===== src/rtl/dcc_pkg.sv =====
`timescale 1ns / 1ps
package dcc_pkg;

   localparam int ROUNDS_DEF = 16;
   localparam logic [63:0] PAD_FULL = 64'h0808080808080808;

   typedef enum logic [2:0] {
      IDLE_ST = 3'b001,
      RUN_ST  = 3'b010,
      OUT_ST  = 3'b100
   } eng_state_type;

   // classified job between front and back
   typedef struct packed {
      logic [63:0] data;
      logic        first;
      logic        last;
      logic        extra;
      logic        decrypt;
   } job_type;

   localparam byte T_IP [64] = '{
      58,50,42,34,26,18,10,2, 60,52,44,36,28,20,12,4,
      62,54,46,38,30,22,14,6, 64,56,48,40,32,24,16,8,
      57,49,41,33,25,17,9,1, 59,51,43,35,27,19,11,3,
      61,53,45,37,29,21,13,5, 63,55,47,39,31,23,15,7};
   localparam byte T_FP [64] = '{
      40,8,48,16,56,24,64,32, 39,7,47,15,55,23,63,31,
      38,6,46,14,54,22,62,30, 37,5,45,13,53,21,61,29,
      36,4,44,12,52,20,60,28, 35,3,43,11,51,19,59,27,
      34,2,42,10,50,18,58,26, 33,1,41,9,49,17,57,25};
   localparam byte T_E [48] = '{
      32,1,2,3,4,5, 4,5,6,7,8,9, 8,9,10,11,12,13, 12,13,14,15,16,17,
      16,17,18,19,20,21, 20,21,22,23,24,25, 24,25,26,27,28,29, 28,29,30,31,32,1};
   localparam byte T_P [32] = '{
      16,7,20,21,29,12,28,17, 1,15,23,26,5,18,31,10,
      2,8,24,14,32,27,3,9, 19,13,30,6,22,11,4,25};
   localparam byte T_PC1 [56] = '{
      57,49,41,33,25,17,9, 1,58,50,42,34,26,18, 10,2,59,51,43,35,27,
      19,11,3,60,52,44,36, 63,55,47,39,31,23,15, 7,62,54,46,38,30,22,
      14,6,61,53,45,37,29, 21,13,5,28,20,12,4};
   localparam byte T_PC2 [48] = '{
      14,17,11,24,1,5, 3,28,15,6,21,10, 23,19,12,4,26,8, 16,7,27,20,13,2,
      41,52,31,37,47,55, 30,40,51,45,33,48, 44,49,39,56,34,53, 46,42,50,36,29,32};
   localparam logic [15:0] T_SHIFT2 = 16'b0111111011111100; // bit r: shift by 2
   localparam byte T_SBOX [8][64] = '{
    '{14,4,13,1,2,15,11,8,3,10,6,12,5,9,0,7, 0,15,7,4,14,2,13,1,10,6,12,11,9,5,3,8,
      4,1,14,8,13,6,2,11,15,12,9,7,3,10,5,0, 15,12,8,2,4,9,1,7,5,11,3,14,10,0,6,13},
    '{15,1,8,14,6,11,3,4,9,7,2,13,12,0,5,10, 3,13,4,7,15,2,8,14,12,0,1,10,6,9,11,5,
      0,14,7,11,10,4,13,1,5,8,12,6,9,3,2,15, 13,8,10,1,3,15,4,2,11,6,7,12,0,5,14,9},
    '{10,0,9,14,6,3,15,5,1,13,12,7,11,4,2,8, 13,7,0,9,3,4,6,10,2,8,5,14,12,11,15,1,
      13,6,4,9,8,15,3,0,11,1,2,12,5,10,14,7, 1,10,13,0,6,9,8,7,4,15,14,3,11,5,2,12},
    '{7,13,14,3,0,6,9,10,1,2,8,5,11,12,4,15, 13,8,11,5,6,15,0,3,4,7,2,12,1,10,14,9,
      10,6,9,0,12,11,7,13,15,1,3,14,5,2,8,4, 3,15,0,6,10,1,13,8,9,4,5,11,12,7,2,14},
    '{2,12,4,1,7,10,11,6,8,5,3,15,13,0,14,9, 14,11,2,12,4,7,13,1,5,0,15,10,3,9,8,6,
      4,2,1,11,10,13,7,8,15,9,12,5,6,3,0,14, 11,8,12,7,1,14,2,13,6,15,0,9,10,4,5,3},
    '{12,1,10,15,9,2,6,8,0,13,3,4,14,7,5,11, 10,15,4,2,7,12,9,5,6,1,13,14,0,11,3,8,
      9,14,15,5,2,8,12,3,7,0,4,10,1,13,11,6, 4,3,2,12,9,5,15,10,11,14,1,7,6,0,8,13},
    '{4,11,2,14,15,0,8,13,3,12,9,7,5,10,6,1, 13,0,11,7,4,9,1,10,14,3,5,12,2,15,8,6,
      1,4,11,13,12,3,7,14,10,15,6,8,0,5,9,2, 6,11,13,8,1,4,10,7,9,5,0,15,14,2,3,12},
    '{13,2,8,4,6,15,11,1,10,9,3,14,5,0,12,7, 1,15,13,8,10,3,7,4,12,5,6,11,0,14,9,2,
      7,11,4,1,9,12,14,2,0,6,10,13,15,3,5,8, 2,1,14,7,4,10,8,13,15,12,9,0,3,5,6,11}};

   function automatic logic [63:0] f_ip(input logic [63:0] v);
      logic [63:0] r;
      for (int i = 0; i < 64; i++) r[63-i] = v[64-T_IP[i]];
      return r;
   endfunction

   function automatic logic [63:0] f_fp(input logic [63:0] v);
      logic [63:0] r;
      for (int i = 0; i < 64; i++) r[63-i] = v[64-T_FP[i]];
      return r;
   endfunction

   function automatic logic [55:0] f_pc1(input logic [63:0] v);
      logic [55:0] r;
      for (int i = 0; i < 56; i++) r[55-i] = v[64-T_PC1[i]];
      return r;
   endfunction

   function automatic logic [47:0] f_pc2(input logic [55:0] v);
      logic [47:0] r;
      for (int i = 0; i < 48; i++) r[47-i] = v[56-T_PC2[i]];
      return r;
   endfunction

   // one Feistel round function
   function automatic logic [31:0] f_feistel(input logic [31:0] h, input logic [47:0] rk);
      logic [47:0] x;
      logic [31:0] s;
      logic [31:0] r;
      logic [5:0]  six;
      for (int i = 0; i < 48; i++) x[47-i] = h[32-T_E[i]];
      x = x ^ rk;
      for (int i = 0; i < 8; i++) begin
         six = x[47-6*i -: 6];
         s[31-4*i -: 4] = T_SBOX[i][{six[5], six[0], six[4:1]}][3:0];
      end
      for (int i = 0; i < 32; i++) r[31-i] = s[32-T_P[i]];
      return r;
   endfunction

endpackage


===== src/rtl/dcc_ram.sv =====
`timescale 1ns / 1ps
module dcc_ram #(
   parameter int WIDTH = 48,
   parameter int DEPTH = 16
) (
   input  logic                     clock,
   input  logic                     wr_en,
   input  logic [$clog2(DEPTH)-1:0] wr_addr,
   input  logic [WIDTH-1:0]         wr_data,
   input  logic [$clog2(DEPTH)-1:0] rd_addr,
   output logic [WIDTH-1:0]         rd_data
);
   logic [WIDTH-1:0] mem_ff [DEPTH];

   // write and registered read
   always_ff @(posedge clock) begin
      if (wr_en) mem_ff[wr_addr] <= wr_data;
      rd_data <= mem_ff[rd_addr];
   end
endmodule


===== src/rtl/dcc_front.sv =====
`timescale 1ns / 1ps
module dcc_front import dcc_pkg::*; (
   input  logic        clock,
   input  logic        reset,
   input  logic        decrypt,
   input  logic        req_valid,
   output logic        req_stall,
   input  logic [63:0] req_block_data,
   input  logic        req_first_block,
   input  logic        req_last_block,
   input  logic [3:0]  req_byte_count,
   output logic        job_valid,
   input  logic        job_take,
   output job_type     job
);
   job_type    q_ff [2];
   logic [1:0] cnt_ff, cnt_in;
   logic       wp_ff, rp_ff;
   job_type    nj;
   logic [3:0] n;
   logic [63:0] keep;
   logic        push, pop;

   // pad and classify the incoming beat
   always_comb begin
      n = (req_byte_count > 4'd8) ? 4'd8 : req_byte_count;
      keep = (n == 4'd0) ? 64'd0 : ~(64'hFFFFFFFFFFFFFFFF >> {n, 3'b000});
      nj.data = req_block_data;
      nj.first = req_first_block;
      nj.last = req_last_block;
      nj.decrypt = decrypt;
      nj.extra = 1'b0;
      if (!decrypt && req_last_block) begin
         if (n < 4'd8)
            nj.data = (req_block_data & keep) |
                      ({8{4'd0, 4'd8 - n}} & ~keep);
         else
            nj.extra = 1'b1;
      end
   end

   assign req_stall = (cnt_ff == 2'd2);
   assign push = req_valid && !req_stall;
   assign pop = job_valid && job_take;
   assign job_valid = (cnt_ff != 2'd0);
   assign job = q_ff[rp_ff];
   assign cnt_in = cnt_ff + {1'b0, push} - {1'b0, pop};

   // advance the queue pointers
   always_ff @(posedge clock) begin
      if (reset) begin
         cnt_ff <= 2'd0;
         wp_ff <= 1'b0;
         rp_ff <= 1'b0;
      end else begin
         cnt_ff <= cnt_in;
         if (push) wp_ff <= !wp_ff;
         if (pop) rp_ff <= !rp_ff;
      end
   end

   always_ff @(posedge clock) begin
      if (push) q_ff[wp_ff] <= nj;
   end
endmodule


===== src/rtl/dcc_back.sv =====
`timescale 1ns / 1ps
module dcc_back import dcc_pkg::*; #(
   parameter int ROUNDS = ROUNDS_DEF
) (
   input  logic        clock,
   input  logic        reset,
   input  logic [63:0] init_vector,
   input  logic [47:0] rk_data,
   output logic [$clog2(ROUNDS)-1:0] rk_addr,
   input  logic        job_valid,
   output logic        job_take,
   input  job_type     job,
   output logic        rsp_valid,
   input  logic        rsp_stall,
   output logic [63:0] rsp_block_out,
   output logic [3:0]  rsp_valid_bytes,
   output logic        rsp_pad_error,
   output logic        rsp_last_out
);
   localparam int RW = $clog2(ROUNDS);

   eng_state_type st_ff;
   logic [RW-1:0] rnd_ff;
   logic [31:0]   l_ff, r_ff;
   logic [63:0]   chain_ff, cin_ff;
   logic          dec_ff, last_ff, extra_ff;
   logic [31:0]   r_new;
   logic [63:0]   des_out, plain;
   logic [63:0]   ob_ff;
   logic [3:0]    ovb_ff;
   logic          oerr_ff, olast_ff, ov_ff;
   logic          ok;
   logic [7:0]    p;
   logic [63:0]   chain_use, ip_in;
   logic          start, done, load;

   assign chain_use = job.first ? init_vector : chain_ff;
   assign ip_in = job.decrypt ? job.data : (job.data ^ chain_use);
   assign start = (st_ff == IDLE_ST) && job_valid;
   assign job_take = start;
   assign done = (st_ff == RUN_ST) && (rnd_ff == RW'(ROUNDS - 1));
   // hand the block to the result register once it is free or draining
   assign load = (st_ff == OUT_ST) && (!ov_ff || !rsp_stall);

   // key address is that of the next round, to cover the registered read
   always_comb begin
      if (st_ff == RUN_ST) rk_addr = dec_ff ? RW'(ROUNDS - 2) - rnd_ff : rnd_ff + RW'(1);
      else if (start) rk_addr = job.decrypt ? RW'(ROUNDS - 1) : RW'(0);
      else rk_addr = RW'(0);
   end

   assign r_new = f_feistel(r_ff, rk_data) ^ l_ff;
   // all rounds done: undo the last swap and apply the final permutation
   assign des_out = f_fp({r_ff, l_ff});
   assign plain = des_out ^ cin_ff;
   assign p = plain[7:0];

   // check PKCS#7 padding of the plaintext
   always_comb begin
      ok = (p >= 8'd1) && (p <= 8'd8);
      for (int i = 0; i < 8; i++)
         if (i < p && plain[8*i +: 8] != p) ok = 1'b0;
   end

   always_ff @(posedge clock) begin
      if (reset) begin
         st_ff <= IDLE_ST;
         chain_ff <= 64'd0;
         ov_ff <= 1'b0;
         rnd_ff <= '0;
      end else begin
         ov_ff <= load || (ov_ff && rsp_stall);
         case (st_ff)
            IDLE_ST: if (start) begin
               st_ff <= RUN_ST;
               rnd_ff <= '0;
               {l_ff, r_ff} <= f_ip(ip_in);
               cin_ff <= chain_use;
               dec_ff <= job.decrypt;
               last_ff <= job.last;
               extra_ff <= job.extra;
               if (job.decrypt) chain_ff <= job.data;
            end
            RUN_ST: begin
               rnd_ff <= rnd_ff + RW'(1);
               l_ff <= r_ff;
               r_ff <= r_new;
               if (done) st_ff <= OUT_ST;
            end
            OUT_ST: if (load) begin
               // load the result register and drop back or chain the pad block
               ob_ff <= dec_ff ? plain : des_out;
               if (!dec_ff) chain_ff <= des_out;
               ovb_ff <= (dec_ff && last_ff) ? (ok ? 4'd8 - p[3:0] : 4'd0) : 4'd8;
               oerr_ff <= dec_ff && last_ff && !ok;
               olast_ff <= last_ff && !extra_ff;
               if (extra_ff) begin
                  st_ff <= RUN_ST;
                  rnd_ff <= '0;
                  {l_ff, r_ff} <= f_ip(PAD_FULL ^ des_out);
                  extra_ff <= 1'b0;
               end else begin
                  st_ff <= IDLE_ST;
               end
            end
            default: st_ff <= IDLE_ST;
         endcase
      end
   end

   assign rsp_valid = ov_ff;
   assign rsp_block_out = ob_ff;
   assign rsp_valid_bytes = ovb_ff;
   assign rsp_pad_error = oerr_ff;
   assign rsp_last_out = olast_ff;
endmodule


===== src/rtl/dcc_keysched.sv =====
`timescale 1ns / 1ps
module dcc_keysched import dcc_pkg::*; #(
   parameter int ROUNDS = ROUNDS_DEF
) (
   input  logic        clock,
   input  logic        reset,
   input  logic        key_load,
   input  logic [63:0] key,
   output logic        wr_en,
   output logic [$clog2(ROUNDS)-1:0] wr_addr,
   output logic [47:0] wr_data
);
   localparam int RW = $clog2(ROUNDS);
   logic [27:0] c_ff, d_ff, c_n, d_n;
   logic [RW-1:0] idx_ff;
   logic          busy_ff;
   logic [55:0]   k;
   logic          two;

   assign k = f_pc1(key);
   assign two = T_SHIFT2[idx_ff];
   assign c_n = two ? {c_ff[25:0], c_ff[27:26]} : {c_ff[26:0], c_ff[27]};
   assign d_n = two ? {d_ff[25:0], d_ff[27:26]} : {d_ff[26:0], d_ff[27]};
   assign wr_en = busy_ff;
   assign wr_addr = idx_ff;
   assign wr_data = f_pc2({c_n, d_n});

   // sweep the round keys one per cycle after reset or a key write
   always_ff @(posedge clock) begin
      if (reset || key_load) begin
         busy_ff <= 1'b1;
         idx_ff <= '0;
         c_ff <= reset ? 28'd0 : k[55:28];
         d_ff <= reset ? 28'd0 : k[27:0];
      end else if (busy_ff) begin
         c_ff <= c_n;
         d_ff <= d_n;
         idx_ff <= idx_ff + RW'(1);
         if (idx_ff == RW'(ROUNDS - 1)) busy_ff <= 1'b0;
      end
   end
endmodule


===== src/rtl/des_cbc_cipher_core.sv =====
`timescale 1ns / 1ps
// channel  | valid      | stall      | payload
// req      | req_valid  | req_stall  | block_data first_block last_block byte_count
// rsp      | rsp_valid  | rsp_stall  | block_out valid_bytes pad_error last_out
// csr      | csr_wr_en  | -          | csr_index csr_data
// In the round engine an item passes a load step, one Feistel round a cycle,
// and a hand-off of the block to the result register; a full last encrypt
// block then runs the rounds again for its pad block.
// A two-entry queue lets the front take beats while the engine works.
// After reset or a key write the round keys are rebuilt.
// Reset is synchronous, active high; a stalled result holds in its register
// and the engine waits with its next block until that register drains.
module des_cbc_cipher_core import dcc_pkg::*; #(
   parameter int ROUNDS = ROUNDS_DEF
) (
   input  logic        clock,
   input  logic        reset,
   input  logic        csr_wr_en,
   input  logic [1:0]  csr_index,
   input  logic [63:0] csr_data,
   input  logic        req_valid,
   output logic        req_stall,
   input  logic [63:0] req_block_data,
   input  logic        req_first_block,
   input  logic        req_last_block,
   input  logic [3:0]  req_byte_count,
   output logic        rsp_valid,
   input  logic        rsp_stall,
   output logic [63:0] rsp_block_out,
   output logic [3:0]  rsp_valid_bytes,
   output logic        rsp_pad_error,
   output logic        rsp_last_out
);
   localparam int RW = $clog2(ROUNDS);
   localparam logic [1:0] REG_KEY = 2'd0, REG_IV = 2'd1, REG_MODE = 2'd2;

   logic [63:0] iv_ff;
   logic        mode_ff;
   logic        wr_en, job_valid, job_take;
   logic [RW-1:0] wr_addr, rk_addr;
   logic [47:0] wr_data, rk_data;
   job_type     job;

   // hold the configuration registers; the key goes straight to the scheduler
   always_ff @(posedge clock) begin
      if (reset) begin
         iv_ff <= 64'd0;
         mode_ff <= 1'b0;
      end else if (csr_wr_en) begin
         case (csr_index)
            REG_IV: iv_ff <= csr_data;
            REG_MODE: mode_ff <= csr_data[0];
            default: ;
         endcase
      end
   end

   dcc_keysched #(.ROUNDS(ROUNDS)) u_ks (
      .clock, .reset, .key_load(csr_wr_en && csr_index == REG_KEY), .key(csr_data),
      .wr_en, .wr_addr, .wr_data);

   dcc_ram #(.WIDTH(48), .DEPTH(ROUNDS)) u_ram (
      .clock, .wr_en, .wr_addr, .wr_data, .rd_addr(rk_addr), .rd_data(rk_data));

   dcc_front u_front (
      .clock, .reset, .decrypt(mode_ff), .req_valid, .req_stall, .req_block_data,
      .req_first_block, .req_last_block, .req_byte_count, .job_valid, .job_take, .job);

   dcc_back #(.ROUNDS(ROUNDS)) u_back (
      .clock, .reset, .init_vector(iv_ff), .rk_data, .rk_addr, .job_valid, .job_take,
      .job, .rsp_valid, .rsp_stall, .rsp_block_out, .rsp_valid_bytes, .rsp_pad_error,
      .rsp_last_out);

   a_err_last: assert property (@(posedge clock) disable iff (reset)
      rsp_valid && rsp_pad_error |-> rsp_last_out)
      else $error("pad error off last");
   a_vb: assert property (@(posedge clock) disable iff (reset)
      rsp_valid && !rsp_pad_error |-> rsp_valid_bytes <= 4'd8)
      else $error("valid bytes range");
   a_err_vb: assert property (@(posedge clock) disable iff (reset)
      rsp_valid && rsp_pad_error |-> rsp_valid_bytes == 4'd0)
      else $error("error count");
endmodule


===== config.mk =====
export PLATFORM = sky130hd
export DESIGN_NAME = des_cbc_cipher_core
export DESIGN_NICKNAME = d
export VERILOG_FILES = /design/src/rtl/dcc_pkg.sv /design/src/rtl/dcc_ram.sv /design/src/rtl/dcc_front.sv /design/src/rtl/dcc_back.sv /design/src/rtl/dcc_keysched.sv /design/src/rtl/des_cbc_cipher_core.sv
export SDC_FILE = /design/constraint.sdc
export NUM_CORES = 2
export LEC_CHECK = 0
export ABC_CLOCK_PERIOD_IN_PS = 19000
export BUFFER_PORTS_ARGS = -buffer_cell sky130_fd_sc_hd__buf_2
export CORE_UTILIZATION = 58
export CTS_CLUSTER_DIAMETER = 50
export DETAILED_ROUTE_END_ITERATION = 10
export HOLD_SLACK_MARGIN = 0.06
export MAX_ROUTING_LAYER = met4
export PLACE_DENSITY_LB_ADDON = 0.3
export SETUP_SLACK_MARGIN = 0.1
export SYNTH_ARGS = -nofsm -noshare
export SYNTH_HDL_FRONTEND = slang
export SYNTH_SLANG_ARGS = --single-unit

===== constraint.sdc =====
create_clock -name clock -period 19 [get_ports clock]
set_input_delay 2.85 -clock clock [delete_from_list [all_inputs] [get_ports clock]]
set_output_delay 2.85 -clock clock [all_outputs]
set_load 0.01 [all_outputs]

==> metrics.yaml <==
run_status:
  status: "finished, final reports clean"
yosys:
  netlist_area_sq_mm: 0.0624
  synthCells: 4901
  synth_edf_count: 1161
  synth_cell_types: 81
  synth-seq-area-share_pct: 62.1
  synth_fp_nets: 5118
  ys_warn_count: 0
  synth_area_per_cell_sq_um: 12.7
  synth-seq-cells: 1357
  ys.flop_type: "edfxtp_1"
  async_reset_ff_share_pct: 0
final_layout:
  drive_above_1_share_pct: 15.2
  layout.cells.most_common: "edfxtp_1"
  area_growth_pct: 10.8
  post-route-util_pct: 65.2
  layout_common_cells: "1,161 x edfxtp_1, 736 x nand2_1, 379 x a21oi_1"
  nNetsFinal: 5201
timing:
  period_share_pct: 24.4
  clock_skew_ps: 35.4
  rsz0062_at_grt: "no"
  finalSetupViolations: 0
  hold_slack_ps: 452
  worst_slew_pin_slew_ps: 1290
  hold_violations: 0
  slew_violations: 0
  setup_tns_ps: 0
  period_needed_ps: 4640
  max_slew_margin_pct: 13.9
  max_freq_mhz: 215
power_and_ir_drop:
  p_leak_nw: 24.5
  p_per_area_mw_per_mm2: 170
  worst_ir_drop_vdd_v: 0.000144
clocking:
  htreeDepth: 4
  clkTransAtPathRegs_ps: 60
  post_cts_buffers: 0
  ctsHoldBuffers: 0
  cts_resized: 0
  cts_buffers: 144
  clockBufferDepth: 3
  cts_tree: "done"
  clock_sinks: 1357
  clockRootBuffer: "clkbuf_16"
  clkLatencyLatePin_ps: 770
critical_path:
  crit_path_start_kind: "primary input"
  critPathMaxFanout: 80
  endpoint_kind: "flip-flop"
  cp.required_ps: 19360
  crit_chain: "buf_4 -> buf_4 -> nor3b_2 -> buf_4"
  path_common_cell: "buf_4"
  cpMaxStageDelayCell: "buf_4"
  crit_arrival_ps: 5010
  critical-path-max-stage-delay_ps: 880
  reg2reg_setup_slack_ps: 14510
  criticalPathCategory: "primary input to flip-flop"
place:
  globalplace.congestion: 0.963
  io_buffer_count: 212
  dp_hpwl_um: 111000
global_routing:
  grt.overflow.total: 0
  first_global_vias: 39900
  track_usage_pct: 33.8
  antenna_found_initial: 4
  grt_max_degree: 143
  grt_pass1_wl_um: 260000
detailed_routing:
  wl_per_cell_um: 27.7
  drc: 0
  via_per_inst: 6.50
  drt_iter0_drc: 5813
  drt_pass1_iterations: 7
  ant_nets: 0
  wl_um: 180000
  num_vias: 42200
floorplanning:
  die_w_um: 330
  die_y_um: 330
  start_util_pct: 58.9
  io_pins: 213
  die-area_sq_mm: 0.109
  core_region_area_sq_mm: 0.106
  rows: 119
flow_run:
  maxCapViolations: 0
hold_path:
  hold_class: "flip-flop to flip-flop"
## power by group
group | switching, W | internal [W]
clock | 0.00118 | 0.00163
combinational | 0.00312 | 0.00182
sequential | 0.000355 | 0.00365
## kinds of logic after synthesis
kind of cell	synth area share, %
DFF	62.1
muxes	6.93
adders and majority gates	1.52
AOI/OAI and AO/OA	12.8
and+or+nand+nor	8.34
xor gates and xnor gates	5.46
buffers and inverters	2.84
## area by class of cell
type	count	area [sq um]
Inverter	55	209
Sequential cell	1357	38800
Multi-Input combinational cell	3147	22000
Timing Repair Buffer	279	1620
Antenna cell	4	10.0
Clock inverter	63	686
Fill cell	7704	36900
Tap cell	1391	1740
Clock buffer	200	4060
## final timing paths
check | start | endpoint | depth (start not counted)
hold / removal | u_back.chain_ff[26]$_SDFFE_PP0P_ | u_back.chain_ff[26]$_SDFFE_PP0P_ | 2
setup / recovery | reset | u_back.rsp_block_out[31]$_DFFE_PP_ | 4
hold reg to reg | u_back.chain_ff[26]$_SDFFE_PP0P_ | u_back.chain_ff[26]$_SDFFE_PP0P_ | 2
setup reg to reg | u_back.st_ff[1]$_SDFFE_PP0P_ | u_ram.rd_data[42]$_DFF_P_ | 9
## synth_stat cells, types with 20 or more instances
cell type	number	share of area, %
edfxtp_1	1161	56
buf_1	20	0.12
clkbuf_1	186	1.1
nand2_1	739	4.4
a211oi_1	39	0.47
nor2_1	208	1.3
o211ai_1	76	0.91
nand3_1	38	0.30
xor2_1	79	1.1
mux4_2	25	0.90
mux2_2	140	2.5
dfxtp_1	196	6.3
xnor2_1	254	3.6
mux2i_1	212	3.4
inv_1	50	0.30
a21oi_1	380	3.0
and2_1	54	0.54
buf_2	92	0.74
o21ai_0	115	0.92
a2bb2oi_1	95	1.3
o221ai_1	52	0.73
buf_4	31	0.37
a211o_1	99	1.4
nor2b_1	31	0.31
nor3_1	34	0.27
a22o_1	95	1.3
o32ai_2	38	0.99
ha_1	76	1.5
nand2b_1	52	0.52
## worst max-delay path, delay by kind of cell
| family | cells | cell delay, ps |
|---|---|---|
| and+or+nand+nor | 1 | 110 |
| buffers and inverters | 3 | 1860 |
## per-layer routing
metal / routed length [um] / vias to the layer above / GRT usage [%]
li1: - / 18400 / -
met5: 0 / - / -
met3: 21200 / 434 / 7.38
met1: 70000 / 20800 / 46.5
met4: 9410 / 0 / 16.1
met2: 79200 / 2606 / 47.8
## through the flow
| stage | instance area, sq um | power [W] | setup slack, ps | std cells |
|---|---|---|---|---|
| after floorplan | 62400 | 0.00739 | 10200 | 4901 |
| after global placement | 64400 | 0.00875 | 13650 | 6229 |
| after detailed placement | 64400 | 0.00883 | 13650 | 6229 |
| after CTS | 69100 | 0.0116 | 14450 | 6492 |
| after global routing | 69100 | 0.0122 | 14290 | 6495 |
| final | 69100 | 0.0118 | 14360 | 6496 |
## registers in the layout, indices dropped and copies added, names as in the netlist, 3 cells and up, named ones only
| name | cells |
|---|---|
| u_back.rsp_valid_bytes | 4 |
| u_back.st_ff | 3 |
| u_back.l_ff | 32 |
| u_front.q_ff | 136 |
| u_back.rnd_ff | 4 |
| u_ram.mem_ff | 768 |
| u_ks.c_ff | 28 |
| u_back.r_ff | 32 |
| u_ram.rd_data | 48 |
| iv_ff | 64 |
| u_back.chain_ff | 64 |
| u_back.cin_ff | 64 |
| u_ks.wr_addr | 4 |
| u_back.rsp_block_out | 64 |
| u_ks.d_ff | 28 |
Power figures use the tool's default switching activity.
